$ cat src/hdl/dcm_pkg.sv
// ----------------------------------------------------------------------------
// dcm_pkg
// Shared types, codes and fixed widths for the DC motor command block.
// ----------------------------------------------------------------------------
package dcm_pkg;

    // Fixed field widths
    localparam int OP_W    = 3;
    localparam int REQ_W   = 16;
    localparam int NOW_W   = 32;
    localparam int DRIVE_W = 9;
    localparam int MODE_W  = 2;
    localparam int STEP_W  = 7;
    localparam int CUT_W   = 10;
    localparam int WAIT_W  = 8;

    // APB register file
    localparam int APB_DATA_W = 32;
    localparam int APB_ADDR_W = 4;
    localparam int REG_IDX_W  = 2;

    localparam logic [REG_IDX_W-1:0] REG_SPEED_STEP = 2'd0;
    localparam logic [REG_IDX_W-1:0] REG_LOW_CUT    = 2'd1;
    localparam logic [REG_IDX_W-1:0] REG_HIGH_CUT   = 2'd2;
    localparam logic [REG_IDX_W-1:0] REG_WAIT_MS    = 2'd3;

    localparam logic [STEP_W-1:0] RST_SPEED_STEP = 7'd10;
    localparam logic [CUT_W-1:0]  RST_LOW_CUT    = 10'd200;
    localparam logic [CUT_W-1:0]  RST_HIGH_CUT   = 10'd950;
    localparam logic [WAIT_W-1:0] RST_WAIT_MS    = 8'd2;

    // Drive values: inverted, full drive is zero
    localparam logic [DRIVE_W-1:0] DRIVE_OFF  = 9'd500;
    localparam logic [DRIVE_W-1:0] DRIVE_FULL = 9'd0;

    // Command opcodes
    typedef enum logic [OP_W-1:0] {
        OP_TICK       = 3'd0,
        OP_SET_SPEED  = 3'd1,
        OP_ACCEL      = 3'd2,
        OP_SLOW       = 3'd3,
        OP_STOP       = 3'd4,
        OP_RUN        = 3'd5,
        OP_SET_DIR    = 3'd6,
        OP_TOGGLE_DIR = 3'd7
    } op_t;

    // Mode codes as reported on the result channel
    localparam logic [MODE_W-1:0] MODE_RUNNING  = 2'd0;
    localparam logic [MODE_W-1:0] MODE_OFF      = 2'd1;
    localparam logic [MODE_W-1:0] MODE_WAIT_OFF = 2'd2;
    localparam logic [MODE_W-1:0] MODE_WAIT_DIR = 2'd3;

    // Motor mode state machine
    typedef enum logic [3:0] {
        ST_RUNNING  = 4'b0001,
        ST_OFF      = 4'b0010,
        ST_WAIT_OFF = 4'b0100,
        ST_WAIT_DIR = 4'b1000
    } mode_state_t;

    // Configuration register set
    typedef struct packed {
        logic [STEP_W-1:0] speed_step;
        logic [CUT_W-1:0]  low_cut;
        logic [CUT_W-1:0]  high_cut;
        logic [WAIT_W-1:0] wait_ms;
    } cfg_t;

    function automatic logic [MODE_W-1:0] mode_code(mode_state_t st);
        logic [MODE_W-1:0] code;
        case (st)
            ST_RUNNING:  code = MODE_RUNNING;
            ST_OFF:      code = MODE_OFF;
            ST_WAIT_OFF: code = MODE_WAIT_OFF;
            ST_WAIT_DIR: code = MODE_WAIT_DIR;
            default:     code = MODE_RUNNING;
        endcase
        return code;
    endfunction

endpackage

$ cat src/hdl/dcm_cmd_if.sv
// ----------------------------------------------------------------------------
// dcm_cmd_if
// Command channel: valid/ready handshake carrying one motor command per beat.
// ----------------------------------------------------------------------------
interface dcm_cmd_if;
    logic                          valid;
    logic                          ready;
    logic [dcm_pkg::OP_W-1:0]      op;
    logic [dcm_pkg::REQ_W-1:0]     speed_value;
    logic                          dir_value;
    logic [dcm_pkg::NOW_W-1:0]     now_ms;

    modport source (output valid, op, speed_value, dir_value, now_ms, input ready);
    modport sink   (input valid, op, speed_value, dir_value, now_ms, output ready);
endinterface

$ cat src/hdl/dcm_res_if.sv
// ----------------------------------------------------------------------------
// dcm_res_if
// Result channel: valid/ready handshake carrying one drive result per beat.
// ----------------------------------------------------------------------------
interface dcm_res_if #(
    parameter int SPEED_W = 10
);
    logic                          valid;
    logic                          ready;
    logic                          speed_write;
    logic [dcm_pkg::DRIVE_W-1:0]   speed_drive;
    logic                          dir_write;
    logic                          dir_drive;
    logic [dcm_pkg::MODE_W-1:0]    motor_mode;
    logic [SPEED_W-1:0]            speed_setting;

    modport source (output valid, speed_write, speed_drive, dir_write, dir_drive,
                    motor_mode, speed_setting, input ready);
    modport sink   (input valid, speed_write, speed_drive, dir_write, dir_drive,
                    motor_mode, speed_setting, output ready);
endinterface

$ cat src/hdl/dcm_apb_regs.sv
// ----------------------------------------------------------------------------
// dcm_apb_regs
// APB register file holding step size, cut-offs and reversal wait.
// ----------------------------------------------------------------------------
module dcm_apb_regs (
    input  logic                            clk,
    input  logic                            rst_n,
    input  logic                            psel,
    input  logic                            penable,
    input  logic                            pwrite,
    input  logic [dcm_pkg::APB_ADDR_W-1:0]  paddr,
    input  logic [dcm_pkg::APB_DATA_W-1:0]  pwdata,
    output logic [dcm_pkg::APB_DATA_W-1:0]  prdata,
    output logic                            pready,
    output dcm_pkg::cfg_t                   cfg
);

    dcm_pkg::cfg_t                  cfg_reg;
    dcm_pkg::cfg_t                  cfg_next;
    logic                           wr_en;
    logic [dcm_pkg::REG_IDX_W-1:0]  reg_idx;

    assign pready  = 1'b1;
    assign wr_en   = psel && penable && pwrite && pready;
    assign reg_idx = paddr[dcm_pkg::APB_ADDR_W-1:2];

    // Decode the write beat
    always_comb
    begin
        cfg_next = cfg_reg;
        if (wr_en)
        begin
            case (reg_idx)
                dcm_pkg::REG_SPEED_STEP: cfg_next.speed_step = pwdata[dcm_pkg::STEP_W-1:0];
                dcm_pkg::REG_LOW_CUT:    cfg_next.low_cut    = pwdata[dcm_pkg::CUT_W-1:0];
                dcm_pkg::REG_HIGH_CUT:   cfg_next.high_cut   = pwdata[dcm_pkg::CUT_W-1:0];
                dcm_pkg::REG_WAIT_MS:    cfg_next.wait_ms    = pwdata[dcm_pkg::WAIT_W-1:0];
                default:                 cfg_next = cfg_reg;
            endcase
        end
    end

    always_ff @(posedge clk or negedge rst_n)
    begin
        if (!rst_n)
        begin
            cfg_reg.speed_step <= dcm_pkg::RST_SPEED_STEP;
            cfg_reg.low_cut    <= dcm_pkg::RST_LOW_CUT;
            cfg_reg.high_cut   <= dcm_pkg::RST_HIGH_CUT;
            cfg_reg.wait_ms    <= dcm_pkg::RST_WAIT_MS;
        end
        else
        begin
            cfg_reg <= cfg_next;
        end
    end

    // Read back, zero extended
    always_comb
    begin
        case (reg_idx)
            dcm_pkg::REG_SPEED_STEP: prdata = dcm_pkg::APB_DATA_W'(cfg_reg.speed_step);
            dcm_pkg::REG_LOW_CUT:    prdata = dcm_pkg::APB_DATA_W'(cfg_reg.low_cut);
            dcm_pkg::REG_HIGH_CUT:   prdata = dcm_pkg::APB_DATA_W'(cfg_reg.high_cut);
            dcm_pkg::REG_WAIT_MS:    prdata = dcm_pkg::APB_DATA_W'(cfg_reg.wait_ms);
            default:                 prdata = '0;
        endcase
    end

    assign cfg = cfg_reg;

endmodule

$ cat src/hdl/dcm_drive_map.sv
// ----------------------------------------------------------------------------
// dcm_drive_map
// Map a speed setting to the inverted drive value with low/high cut-offs.
// ----------------------------------------------------------------------------
module dcm_drive_map #(
    parameter int FULL_SCALE = 1000,
    parameter int SPEED_W    = 10
) (
    input  logic [SPEED_W-1:0]            speed,
    input  logic [dcm_pkg::CUT_W-1:0]     low_cut,
    input  logic [dcm_pkg::CUT_W-1:0]     high_cut,
    output logic [dcm_pkg::DRIVE_W-1:0]   drive
);

    // floor(500 * s / FULL_SCALE) as s * K >> RECIP_SH; exact while s * FULL_SCALE < 2^24
    localparam int          RECIP_SH = 24;
    localparam longint      RECIP_K  =
        ((longint'(500) << RECIP_SH) + longint'(FULL_SCALE) - 1) / longint'(FULL_SCALE);
    localparam int          K_W      = $clog2(RECIP_K + 1);
    localparam int          PROD_W   = SPEED_W + K_W;
    localparam int          CMP_W    = (SPEED_W > dcm_pkg::CUT_W) ? SPEED_W : dcm_pkg::CUT_W;
    localparam logic [K_W-1:0] RECIP  = K_W'(RECIP_K);

    logic [PROD_W-1:0]           prod;
    logic [dcm_pkg::DRIVE_W-1:0] quo;
    logic [CMP_W-1:0]            spd_ext;
    logic [CMP_W-1:0]            low_ext;
    logic [CMP_W-1:0]            high_ext;

    assign prod     = PROD_W'(speed) * PROD_W'(RECIP);
    assign quo      = prod[RECIP_SH +: dcm_pkg::DRIVE_W];
    assign spd_ext  = CMP_W'(speed);
    assign low_ext  = CMP_W'(low_cut);
    assign high_ext = CMP_W'(high_cut);

    // High cut-off wins over low cut-off
    always_comb
    begin
        if (spd_ext > high_ext)
            drive = dcm_pkg::DRIVE_FULL;
        else if (spd_ext < low_ext)
            drive = dcm_pkg::DRIVE_OFF;
        else
            drive = dcm_pkg::DRIVE_OFF - quo;
    end

endmodule

$ cat src/hdl/dc_motor_speed_reversal_control_top.sv
// ----------------------------------------------------------------------------
// dc_motor_speed_reversal_control_top
// Flow: an accepted command beat is held in the command register, then its
// result is registered in the result register and offered as a result beat.
// Throughput: one command per cycle while results drain; a stalled result
// holds the command register, so one more command enters and then ready drops.
// Reset: asynchronous, active low; mode running, speed 0, update pending, run
// enabled, direction 0, timestamp 0, registers at their documented defaults.
// ----------------------------------------------------------------------------
module dc_motor_speed_reversal_control_top #(
    parameter int FULL_SCALE = 1000,
    parameter int TIME_BITS  = 32
) (
    input  logic                            clk,
    input  logic                            rst_n,
    input  logic                            psel,
    input  logic                            penable,
    input  logic                            pwrite,
    input  logic [dcm_pkg::APB_ADDR_W-1:0]  paddr,
    input  logic [dcm_pkg::APB_DATA_W-1:0]  pwdata,
    output logic [dcm_pkg::APB_DATA_W-1:0]  prdata,
    output logic                            pready,
    dcm_cmd_if.sink                         cmd,
    dcm_res_if.source                       res
);

    localparam int SPEED_W = $clog2(FULL_SCALE + 1);
    localparam logic [SPEED_W-1:0]          FULL_LVL = SPEED_W'(FULL_SCALE);
    localparam logic [dcm_pkg::REQ_W-1:0]   FULL_REQ = dcm_pkg::REQ_W'(FULL_SCALE);

    dcm_pkg::cfg_t cfg;

    dcm_apb_regs u_regs (
        .clk     (clk),
        .rst_n   (rst_n),
        .psel    (psel),
        .penable (penable),
        .pwrite  (pwrite),
        .paddr   (paddr),
        .pwdata  (pwdata),
        .prdata  (prdata),
        .pready  (pready),
        .cfg     (cfg)
    );

    // Input stage
    logic                           in_vld_reg;
    logic                           in_vld_next;
    logic [dcm_pkg::OP_W-1:0]       op_reg;
    logic [dcm_pkg::REQ_W-1:0]      req_reg;
    logic                           dreq_reg;
    logic [TIME_BITS-1:0]           now_reg;
    logic                           cmd_take;
    logic                           adv;

    // Motor state
    dcm_pkg::mode_state_t           mode_reg;
    dcm_pkg::mode_state_t           mode_next;
    logic [SPEED_W-1:0]             level_reg;
    logic [SPEED_W-1:0]             level_next;
    logic                           pend_reg;
    logic                           pend_next;
    logic                           run_reg;
    logic                           run_next;
    logic                           dir_reg;
    logic                           dir_next;
    logic [TIME_BITS-1:0]           wstart_reg;
    logic [TIME_BITS-1:0]           wstart_next;

    // Result stage
    logic                           out_vld_reg;
    logic                           out_vld_next;
    logic                           sw_reg;
    logic                           sw_next;
    logic [dcm_pkg::DRIVE_W-1:0]    sd_reg;
    logic [dcm_pkg::DRIVE_W-1:0]    sd_next;
    logic                           dw_reg;
    logic                           dw_next;
    logic                           dd_reg;
    logic                           dd_next;
    logic [dcm_pkg::MODE_W-1:0]     mcode_reg;
    logic [SPEED_W-1:0]             lvl_out_reg;

    // Datapath helpers
    logic [dcm_pkg::DRIVE_W-1:0]    drive_cur;
    logic [TIME_BITS-1:0]           elapsed;
    logic                           wait_done;
    logic [SPEED_W:0]               acc_sum;
    logic [SPEED_W-1:0]             step_ext;
    logic                           dreq_eff;

    dcm_drive_map #(
        .FULL_SCALE (FULL_SCALE),
        .SPEED_W    (SPEED_W)
    ) u_map (
        .speed    (level_reg),
        .low_cut  (cfg.low_cut),
        .high_cut (cfg.high_cut),
        .drive    (drive_cur)
    );

    // Advance a held command when the result register is free or being drained
    assign adv       = in_vld_reg && (!out_vld_reg || res.ready);
    assign cmd.ready = !in_vld_reg || adv;
    assign cmd_take  = cmd.valid && cmd.ready;

    always_comb
    begin
        if (cmd_take)
            in_vld_next = 1'b1;
        else if (adv)
            in_vld_next = 1'b0;
        else
            in_vld_next = in_vld_reg;

        if (adv)
            out_vld_next = 1'b1;
        else if (res.ready)
            out_vld_next = 1'b0;
        else
            out_vld_next = out_vld_reg;
    end

    assign elapsed   = now_reg - wstart_reg;
    assign wait_done = elapsed > TIME_BITS'(cfg.wait_ms);
    assign step_ext  = SPEED_W'(cfg.speed_step);
    assign acc_sum   = {1'b0, level_reg} + (SPEED_W + 1)'(cfg.speed_step);
    assign dreq_eff  = (dcm_pkg::op_t'(op_reg) == dcm_pkg::OP_TOGGLE_DIR) ? ~dir_reg : dreq_reg;

    // Command execution
    always_comb
    begin
        mode_next   = mode_reg;
        level_next  = level_reg;
        pend_next   = pend_reg;
        run_next    = run_reg;
        dir_next    = dir_reg;
        wstart_next = wstart_reg;
        sw_next     = 1'b0;
        sd_next     = '0;
        dw_next     = 1'b0;
        dd_next     = 1'b0;

        case (dcm_pkg::op_t'(op_reg))
            dcm_pkg::OP_TICK:
            begin
                case (mode_reg)
                    dcm_pkg::ST_RUNNING:
                    begin
                        if (!run_reg)
                        begin
                            sw_next   = 1'b1;
                            sd_next   = dcm_pkg::DRIVE_OFF;
                            mode_next = dcm_pkg::ST_OFF;
                        end
                        else if (pend_reg)
                        begin
                            pend_next = 1'b0;
                            sw_next   = 1'b1;
                            sd_next   = drive_cur;
                        end
                    end
                    dcm_pkg::ST_OFF:
                    begin
                        if (run_reg)
                        begin
                            sw_next   = 1'b1;
                            sd_next   = drive_cur;
                            mode_next = dcm_pkg::ST_RUNNING;
                        end
                    end
                    dcm_pkg::ST_WAIT_OFF:
                    begin
                        if (wait_done)
                        begin
                            dw_next     = 1'b1;
                            dd_next     = dir_reg;
                            wstart_next = now_reg;
                            mode_next   = dcm_pkg::ST_WAIT_DIR;
                        end
                    end
                    dcm_pkg::ST_WAIT_DIR:
                    begin
                        if (wait_done)
                            mode_next = dcm_pkg::ST_OFF;
                    end
                    default:
                    begin
                        mode_next = dcm_pkg::ST_RUNNING;
                    end
                endcase
            end
            dcm_pkg::OP_SET_SPEED:
            begin
                // Raw request compared, then clamped
                if (dcm_pkg::REQ_W'(level_reg) != req_reg)
                begin
                    level_next = (req_reg > FULL_REQ) ? FULL_LVL : req_reg[SPEED_W-1:0];
                    pend_next  = 1'b1;
                end
            end
            dcm_pkg::OP_ACCEL:
            begin
                if (level_reg < FULL_LVL)
                begin
                    level_next = (acc_sum > {1'b0, FULL_LVL}) ? FULL_LVL : acc_sum[SPEED_W-1:0];
                    pend_next  = 1'b1;
                end
            end
            dcm_pkg::OP_SLOW:
            begin
                if (level_reg != '0)
                begin
                    level_next = (level_reg > step_ext) ? (level_reg - step_ext) : '0;
                    pend_next  = 1'b1;
                end
            end
            dcm_pkg::OP_STOP:
            begin
                run_next = 1'b0;
            end
            dcm_pkg::OP_RUN:
            begin
                run_next = 1'b1;
            end
            dcm_pkg::OP_SET_DIR,
            dcm_pkg::OP_TOGGLE_DIR:
            begin
                // Reversal: drive off now, restart the wait
                if (dreq_eff != dir_reg)
                begin
                    sw_next     = 1'b1;
                    sd_next     = dcm_pkg::DRIVE_OFF;
                    mode_next   = dcm_pkg::ST_WAIT_OFF;
                    dir_next    = dreq_eff;
                    wstart_next = now_reg;
                end
            end
            default:
            begin
                mode_next = mode_reg;
            end
        endcase
    end

    // Control registers
    always_ff @(posedge clk or negedge rst_n)
    begin
        if (!rst_n)
        begin
            in_vld_reg  <= 1'b0;
            out_vld_reg <= 1'b0;
            mode_reg    <= dcm_pkg::ST_RUNNING;
            level_reg   <= '0;
            pend_reg    <= 1'b1;
            run_reg     <= 1'b1;
            dir_reg     <= 1'b0;
            wstart_reg  <= '0;
        end
        else
        begin
            in_vld_reg  <= in_vld_next;
            out_vld_reg <= out_vld_next;
            if (adv)
            begin
                mode_reg   <= mode_next;
                level_reg  <= level_next;
                pend_reg   <= pend_next;
                run_reg    <= run_next;
                dir_reg    <= dir_next;
                wstart_reg <= wstart_next;
            end
        end
    end

    // Capture the command beat
    always_ff @(posedge clk)
    begin
        if (cmd_take)
        begin
            op_reg   <= cmd.op;
            req_reg  <= cmd.speed_value;
            dreq_reg <= cmd.dir_value;
            now_reg  <= cmd.now_ms[TIME_BITS-1:0];
        end
    end

    // Capture the result beat
    always_ff @(posedge clk)
    begin
        if (adv)
        begin
            sw_reg      <= sw_next;
            sd_reg      <= sd_next;
            dw_reg      <= dw_next;
            dd_reg      <= dd_next;
            mcode_reg   <= dcm_pkg::mode_code(mode_next);
            lvl_out_reg <= level_next;
        end
    end

    assign res.valid         = out_vld_reg;
    assign res.speed_write   = sw_reg;
    assign res.speed_drive   = sd_reg;
    assign res.dir_write     = dw_reg;
    assign res.dir_drive     = dd_reg;
    assign res.motor_mode    = mcode_reg;
    assign res.speed_setting = lvl_out_reg;

`ifndef ASSERT_OFF
    // Speed setting never leaves its range
    a_level_range: assert property (@(posedge clk) disable iff (!rst_n)
        level_reg <= FULL_LVL)
        else $error("speed setting above full scale");

    // A beat never writes both the drive and the direction
    a_one_write: assert property (@(posedge clk) disable iff (!rst_n)
        out_vld_reg |-> !(sw_reg && dw_reg))
        else $error("drive and direction written in one beat");

    // A direction write always enters the direction wait
    a_dir_wait: assert property (@(posedge clk) disable iff (!rst_n)
        out_vld_reg && dw_reg |-> mcode_reg == dcm_pkg::MODE_WAIT_DIR)
        else $error("direction write outside the direction wait");

    // Drive value stays within the off level
    a_drive_range: assert property (@(posedge clk) disable iff (!rst_n)
        out_vld_reg && sw_reg |-> sd_reg <= dcm_pkg::DRIVE_OFF)
        else $error("drive value out of range");

    // A held command beat keeps the state untouched
    a_hold_state: assert property (@(posedge clk) disable iff (!rst_n)
        in_vld_reg && !adv |=> $stable(level_reg) && $stable(mode_reg) && in_vld_reg)
        else $error("state changed while the command beat was held");
`endif

endmodule

$ cat src/flat_wrapper.sv
// flat-port wrapper written by rule: the top's interface ports become plain ports
module dc_motor_speed_reversal_control_top_flat 
#(
    parameter int FULL_SCALE = 1000,
    parameter int TIME_BITS  = 32
)
  (clk, rst_n, psel, penable, pwrite, paddr, pwdata, prdata, pready, cmd_valid, cmd_op, cmd_speed_value, cmd_dir_value, cmd_now_ms, cmd_ready, res_valid, res_speed_write, res_speed_drive, res_dir_write, res_dir_drive, res_motor_mode, res_speed_setting, res_ready);
  dcm_cmd_if cmd_i ();
  dcm_res_if #(.SPEED_W(10)) res_i ();
  input  logic clk;
  input  logic rst_n;
  input  logic psel;
  input  logic penable;
  input  logic pwrite;
  input  logic [dcm_pkg::APB_ADDR_W-1:0] paddr;
  input  logic [dcm_pkg::APB_DATA_W-1:0] pwdata;
  output logic [dcm_pkg::APB_DATA_W-1:0] prdata;
  output logic pready;
  input wire logic [$bits(cmd_i.valid)-1:0] cmd_valid;
  input wire logic [$bits(cmd_i.op)-1:0] cmd_op;
  input wire logic [$bits(cmd_i.speed_value)-1:0] cmd_speed_value;
  input wire logic [$bits(cmd_i.dir_value)-1:0] cmd_dir_value;
  input wire logic [$bits(cmd_i.now_ms)-1:0] cmd_now_ms;
  output wire logic [$bits(cmd_i.ready)-1:0] cmd_ready;
  output wire logic [$bits(res_i.valid)-1:0] res_valid;
  output wire logic [$bits(res_i.speed_write)-1:0] res_speed_write;
  output wire logic [$bits(res_i.speed_drive)-1:0] res_speed_drive;
  output wire logic [$bits(res_i.dir_write)-1:0] res_dir_write;
  output wire logic [$bits(res_i.dir_drive)-1:0] res_dir_drive;
  output wire logic [$bits(res_i.motor_mode)-1:0] res_motor_mode;
  output wire logic [$bits(res_i.speed_setting)-1:0] res_speed_setting;
  input wire logic [$bits(res_i.ready)-1:0] res_ready;
  assign cmd_i.valid = cmd_valid;
  assign cmd_i.op = cmd_op;
  assign cmd_i.speed_value = cmd_speed_value;
  assign cmd_i.dir_value = cmd_dir_value;
  assign cmd_i.now_ms = cmd_now_ms;
  assign cmd_ready = cmd_i.ready;
  assign res_valid = res_i.valid;
  assign res_speed_write = res_i.speed_write;
  assign res_speed_drive = res_i.speed_drive;
  assign res_dir_write = res_i.dir_write;
  assign res_dir_drive = res_i.dir_drive;
  assign res_motor_mode = res_i.motor_mode;
  assign res_speed_setting = res_i.speed_setting;
  assign res_i.ready = res_ready;
  dc_motor_speed_reversal_control_top #(.FULL_SCALE(FULL_SCALE), .TIME_BITS(TIME_BITS)) u_core (.clk(clk), .rst_n(rst_n), .psel(psel), .penable(penable), .pwrite(pwrite), .paddr(paddr), .pwdata(pwdata), .prdata(prdata), .pready(pready), .cmd(cmd_i), .res(res_i));
endmodule
$ cat config.mk
export PLATFORM = sky130hd
export DESIGN_NAME = dc_motor_speed_reversal_control_top_flat
export DESIGN_NICKNAME = d
export VERILOG_FILES = /design/src/hdl/dcm_pkg.sv /design/src/hdl/dcm_cmd_if.sv /design/src/hdl/dcm_res_if.sv /design/src/hdl/dcm_apb_regs.sv /design/src/hdl/dcm_drive_map.sv /design/src/hdl/dc_motor_speed_reversal_control_top.sv /design/src/flat_wrapper.sv
export SDC_FILE = /design/constraint.sdc
export NUM_CORES = 1
export LEC_CHECK = 0
export BUFFER_PORTS_ARGS = -buffer_cell sky130_fd_sc_hd__buf_2
export CAP_MARGIN = 30
export CORE_MARGIN = 10
export CORE_UTILIZATION = 60
export CTS_BUF_LIST = sky130_fd_sc_hd__clkbuf_8
export CTS_CLUSTER_SIZE = 25
export DETAILED_ROUTE_END_ITERATION = 8
export PLACE_DENSITY = 0.91
export SKIP_CTS_REPAIR_TIMING = 1
export SLEW_MARGIN = 40
export SYNTH_ARGS = -nofsm -noshare
export SYNTH_HDL_FRONTEND = slang
export SYNTH_SLANG_ARGS = --single-unit
export TNS_END_PERCENT = 10
$ cat constraint.sdc
create_clock -name clk -period 11.37 [get_ports clk]
set_input_delay 0.5685 -clock clk [delete_from_list [all_inputs] [get_ports clk]]
set_output_delay 0.5685 -clock clk [all_outputs]
set_load 0.01 [all_outputs]
## Word level (Yosys, flattened, before mapping)

Index checks and enable logic that the tools add are counted.

- Output and inout bits: 59
- Bits in read-only memories: 0
- Memories kept: 0
- RAM bits: 0
- Register bits after elaboration: 162
- Bits in latches: 0

- Bitwise logic cells: 1
- Multipliers: 0
- Shift operators: 0
- Eq/ne operators: 27
- Reduce and logical (&&, ||, !) cells: 27
- Add/sub/neg operators: 4
- Muxes and demuxes: 47
- Divide/modulo/power cells: 0
- $lt $le $gt $ge: 7

Operator list:

| kind | count |
|---|---|
| $pmux 32 s4 | 1 |
| $mux 32 | 3 |
| $pmux 32 s2 | 1 |
| $mux 10 | 6 |
| $mux 9 | 6 |
| $pmux 9 s2 | 2 |
| $gt 32x8->1 | 1 |
| $sub 32x32->32 | 1 |
| $pmux 10 s3 | 1 |
| $mux 4 | 5 |
| $gt 16x10->1 const B | 1 |
| $ne 10x16->1 | 1 |
| $pmux 4 s4 | 1 |
| $mux 1 | 15 |
| $eq 3x3->1 const B | 4 |
| $ne 2x1->1 const B | 6 |
| $reduce_and 2->1 | 6 |
| $add 10x7->11 | 1 |
| $gt 11x10->1 const B | 1 |
| $gt 10x10->1 | 1 |
| $gt 10x7->1 | 1 |
| $lt 10x10->1 | 1 |
| $lt 10x10->1 const B | 1 |
| $reduce_bool 10->1 | 1 |
| 28 further kinds | 45 |

## Depth between registers and ports, before layout

- Depth after elaboration: 7
- Mapped depth: 19
- Depth with buffers taken out: 18

## Hierarchy

A second synthesis with hierarchy kept.

- Cell total of the unflattened synthesis: 1099
- Area total of the unflattened synthesis: 11036.8 um^2

By module, submodules not included:

| module | cells an instance | sequential area each (um^2) | area an instance (um^2) | instances |
|---|---|---|---|---|
| dc_motor_speed_reversal_control_top | 888 | 3562.2 | 8569.5 | 1 |
| dcm_apb_regs | 117 | 892.1 | 1784.2 | 1 |
| dcm_drive_map | 94 | 0.0 | 683.2 | 1 |

## Worst setup path before layout

OpenSTA, ideal clock, no wires.

- Path type: register -> register
- Start: reg u_core.wstart_reg[0]
- End: reg u_core.wstart_reg[10]
- Required time: 11.245 ns
- Cell stages (with the launch flop): 19
- Period minus slack after synthesis: 4.014 ns
- Setup time: 0.125 ns
- Buffers on the path: 1
- Data arrival time: 3.888 ns
- Slack: 7.356 ns
- Cell sequence: dfrtp_1 ha_1 fa_1 and2b_1 o2111ai_2 nand2_1 xor2_1 ha_1 nand4_1 or2_2 o21ai_0 nor4b_2 o211ai_1 nor4b_4 nand4_4 nand3_4 a21o_4 buf_12 mux2_4

- Longest elaborated chain between the ends: 4

Ends and longest elaborated chain:

| what | line | text |
|---|---|---|
| start: declaration | dc_motor_speed_reversal_control_top.sv:67 | `logic [TIME_BITS-1:0] wstart_reg;` |
| start signal: assignment | dc_motor_speed_reversal_control_top.sv:271 | `wstart_reg <= wstart_next;` |
| $sub 32x32->32 | dc_motor_speed_reversal_control_top.sv:124 | `assign elapsed = now_reg - wstart_reg;` |
| $gt 32x8->1 | dc_motor_speed_reversal_control_top.sv:125 | `assign wait_done = elapsed > TIME_BITS'(cfg.wait_ms);` |
| $ne 2x1->1 (no source line) | - |  |
| $reduce_and 5->1 (no source line) | - |  |

Every way passes these cells.
A chain may end at the register's enable or synchronous reset.

## Worst setup path in the final report

- Start: reg u_core.wstart_reg[0]
- End: reg u_core.wstart_reg[2]

Same word-level chain as after synthesis.

==> flow_summary.ini <==
[synthesis]
ys_seq_area_frac = 0.401
synth_top_cell_by_area = edfxtp_1
synth_edf_count = 76
synth.most_common_cell = inv_1
ys_top_cells_by_area = edfxtp_1 21%, dfrtp_1 16%, ha_1 8.2%
synth.distinct_cells = 99
netlist_instances = 1102
ys.flop_type = edfxtp_1
avgSynthCellArea_um2 = 10.1
yosys_warnings = 0
netlist_area_mm2 = 0.0111
ys_async_sr_fraction = 0.531
yosysTopAreaCellShare = 0.205
synth_commonest_cells = 89 x inv_1, 88 x nand2_1, 76 x edfxtp_1, 75 x o21ai_0, 73 x ha_1
synth-seq-cells = 162

[global_routing]
grt_pass1_vias = 8583
met1_usage = 0.265
use_met3 = 0.0554
globalRouteOverflowTotal = 0
grt_max_degree = 58
grtUsageMet2 = 0.362
grt.total_usage = 0.213
grt-busiest-layer = met2
antenna_found_initial = 3
grt_pass1_wl_um = 42500

[setup_path]
timing.rr.start = u_core.wstart_reg[0]$_DFFE_PN0P_
required_ns = 11.73
crit_path_start = u_core.wstart_reg[0]$_DFFE_PN0P_
r2r-end = u_core.wstart_reg[2]$_DFFE_PN0P_
rrSetupSlack_ns = 6.49
startpoint_type = register
endpoint_kind = register
worst-setup-path-type = reg2reg
ff2ff_path_depth = 17
worstPathArrival_ns = 5.24
critPathMaxFanout = 32

[cells_and_area]
layout.nets = 1348
largest_register_ffs = 35
fillCellCount = 1399
stdcell_area_mm2 = 0.0119
drive_gt1_frac = 0.210
ff_latch_area_mm2 = 0.00445
synthToLayoutAreaGrowth_pct = 7.58
multi_input_area_mm2 = 0.00592

[die]
num_rows = 49
die_width_um = 156
core_mm2 = 0.0181
io_pins = 154
dieArea_mm2 = 0.0244
start_util = 0.614
die_y_um = 156

[clocking]
cts_root_buf = clkbuf_8
cts_num_sinks = 162
cts_tree = yes
clockBufferDepth = 2
htree_levels = 4
numCtsBuffers = 17
worst_skew_pair.late_latency_ns = 0.48
path_clk_slew_ns = 0.10

[timing]
fin_skew_ns = 0.0188
setup_viol = 0
rsz0062_at_grt = no
post-route-period-util = 0.429
tightest_slew_ns = 0.756
setup_ws_ns = 6.49
setup_tns_ns = 0
post-route-min-period_ns = 4.88
fmax_mhz = 205
finalHoldViolations = 0
maxSlewHeadroom = 0.494
drv_slew = 0

[status]
status = complete, no violations

[placement]
pre_cts_slack_ns = 6.50
placed_area_mm2 = 0.0115
gp_congestion = 0.945
io_buffers = 106
dpl.hpwl_um = 19800

[route]
wl_um = 25800
ant_nets = 0
first_iter_violations = 630
vias_per_cell = 6.07
post_drt_wl_per_cell_um = 18.2
drt_first_pass_iters = 6
num_vias = 8623
drc = 0

[run]
cap_violations = 0

[pwr]
p_leak_uw = 0.00522
power_density_mw_per_mm2 = 230
peakVddDrop_mv = 0.143

[min_path]
worstHoldPathType = in2async
## worst max-delay path, cell delays in order, from the launching register on
cell and delay, ns:
dfrtp_1 0.39, ha_1 0.22, fa_1 0.40, and2b_1 0.25
o2111ai_2 0.24, nand2_1 0.20, xor2_1 0.09, ha_1 0.30
nand4_1 0.11, or2_2 0.30, o21ai_0 0.14, nor4b_2 0.26
o211ai_1 0.17, nor4b_4 0.35, nand4_4 0.21, nand3_4 0.18
a21o_4 0.50, mux2_2 0.40
## final cells by class
cell class / count / area share
sequential: 162 / 0.373
inverter: 89 / 0.0280
antenna: 1 / 0.000209
timing repair buffer: 109 / 0.0465
multi-input combinational: 798 / 0.496
clock inverter: 15 / 0.0134
tap: 229 / 0.0240
clock buffer: 17 / 0.0196
## power breakdown
part	switching, uW	internal [uW]	total [uW]
sequential	142	762	904
clock	256	166	422
combinational	807	617	1420
## metrics by stage
stage          hold slack (ns)   util  power (uW)  cells
2_1_floorplan            0.273      -        2020   1123
3_3_place_gp             0.465  0.638        2260   1387
3_5_place_dp             0.491  0.638        2310   1387
4_1_cts                0.00245  0.660        2740   1419
5_1_grt                0.00182  0.660        2960   1419
6_report              0.000552  0.661        2750   1420
## layout by cell type, fill, tap and decap left out, types with 5 or more instances in the layout
cell type and n:
a22o_1 5, a22oi_1 5, a211oi_1 7, a21o_1 20, nand2b_1 16, mux2i_1 5, o21ai_0 75, mux2_4 29
dfstp_2 16, mux4_2 7, mux2_2 18, ha_1 73, nand3_1 20, and2_1 5, edfxtp_1 76, buf_2 105
o21a_1 21, inv_1 89, nor2b_1 11, conb_1 23, o211ai_1 9, nand2_1 88, nor4_1 7, inv_8 5
clkbuf_8 17, nand4_1 14, o21bai_1 7, dfrtp_1 70, nor3_1 22, xnor2_1 19, xor2_1 24, a21oi_1 62
o31a_1 5, a31oi_1 11, or3_1 8, o31ai_1 8, o21ai_1 8, o2111ai_1 5, nor2_1 60
## worst max path at each step
| stage | end | slack, ns | cells after the start |
|---|---|---|---|
| floorplan | u_core.wstart_reg[10]$_DFFE_PN0P_ | 7.36 | 18 |
| global placement | u_core.wstart_reg[0]$_DFFE_PN0P_ | 6.59 | 17 |
| detailed placement | u_core.wstart_reg[2]$_DFFE_PN0P_ | 6.50 | 17 |
| CTS | u_core.wstart_reg[2]$_DFFE_PN0P_ | 6.48 | 17 |
| global route | u_core.wstart_reg[0]$_DFFE_PN0P_ | 6.14 | 17 |
| finish | u_core.wstart_reg[2]$_DFFE_PN0P_ | 6.49 | 17 |
## logic make-up after synthesis
logic type	Yosys count	share of synthesized area
AO/OA/AOI/OAI	302	0.183
AND/OR/NAND/NOR	294	0.141
buffers and inverters	163	0.0757
flip-flops	162	0.401
adder cells (fa/ha/maj)	76	0.0877
multiplexers	60	0.0772
XOR/XNOR	43	0.0339
other	2	0.000676
## layer usage
metal | wire [um] | vias up
met4 | 343 | 4
met1 | 11200 | 4138
li1 | - | 4129
met3 | 1630 | 36
met5 | 27 | -
met2 | 12600 | 316
Power figures use the tool's default switching activity.
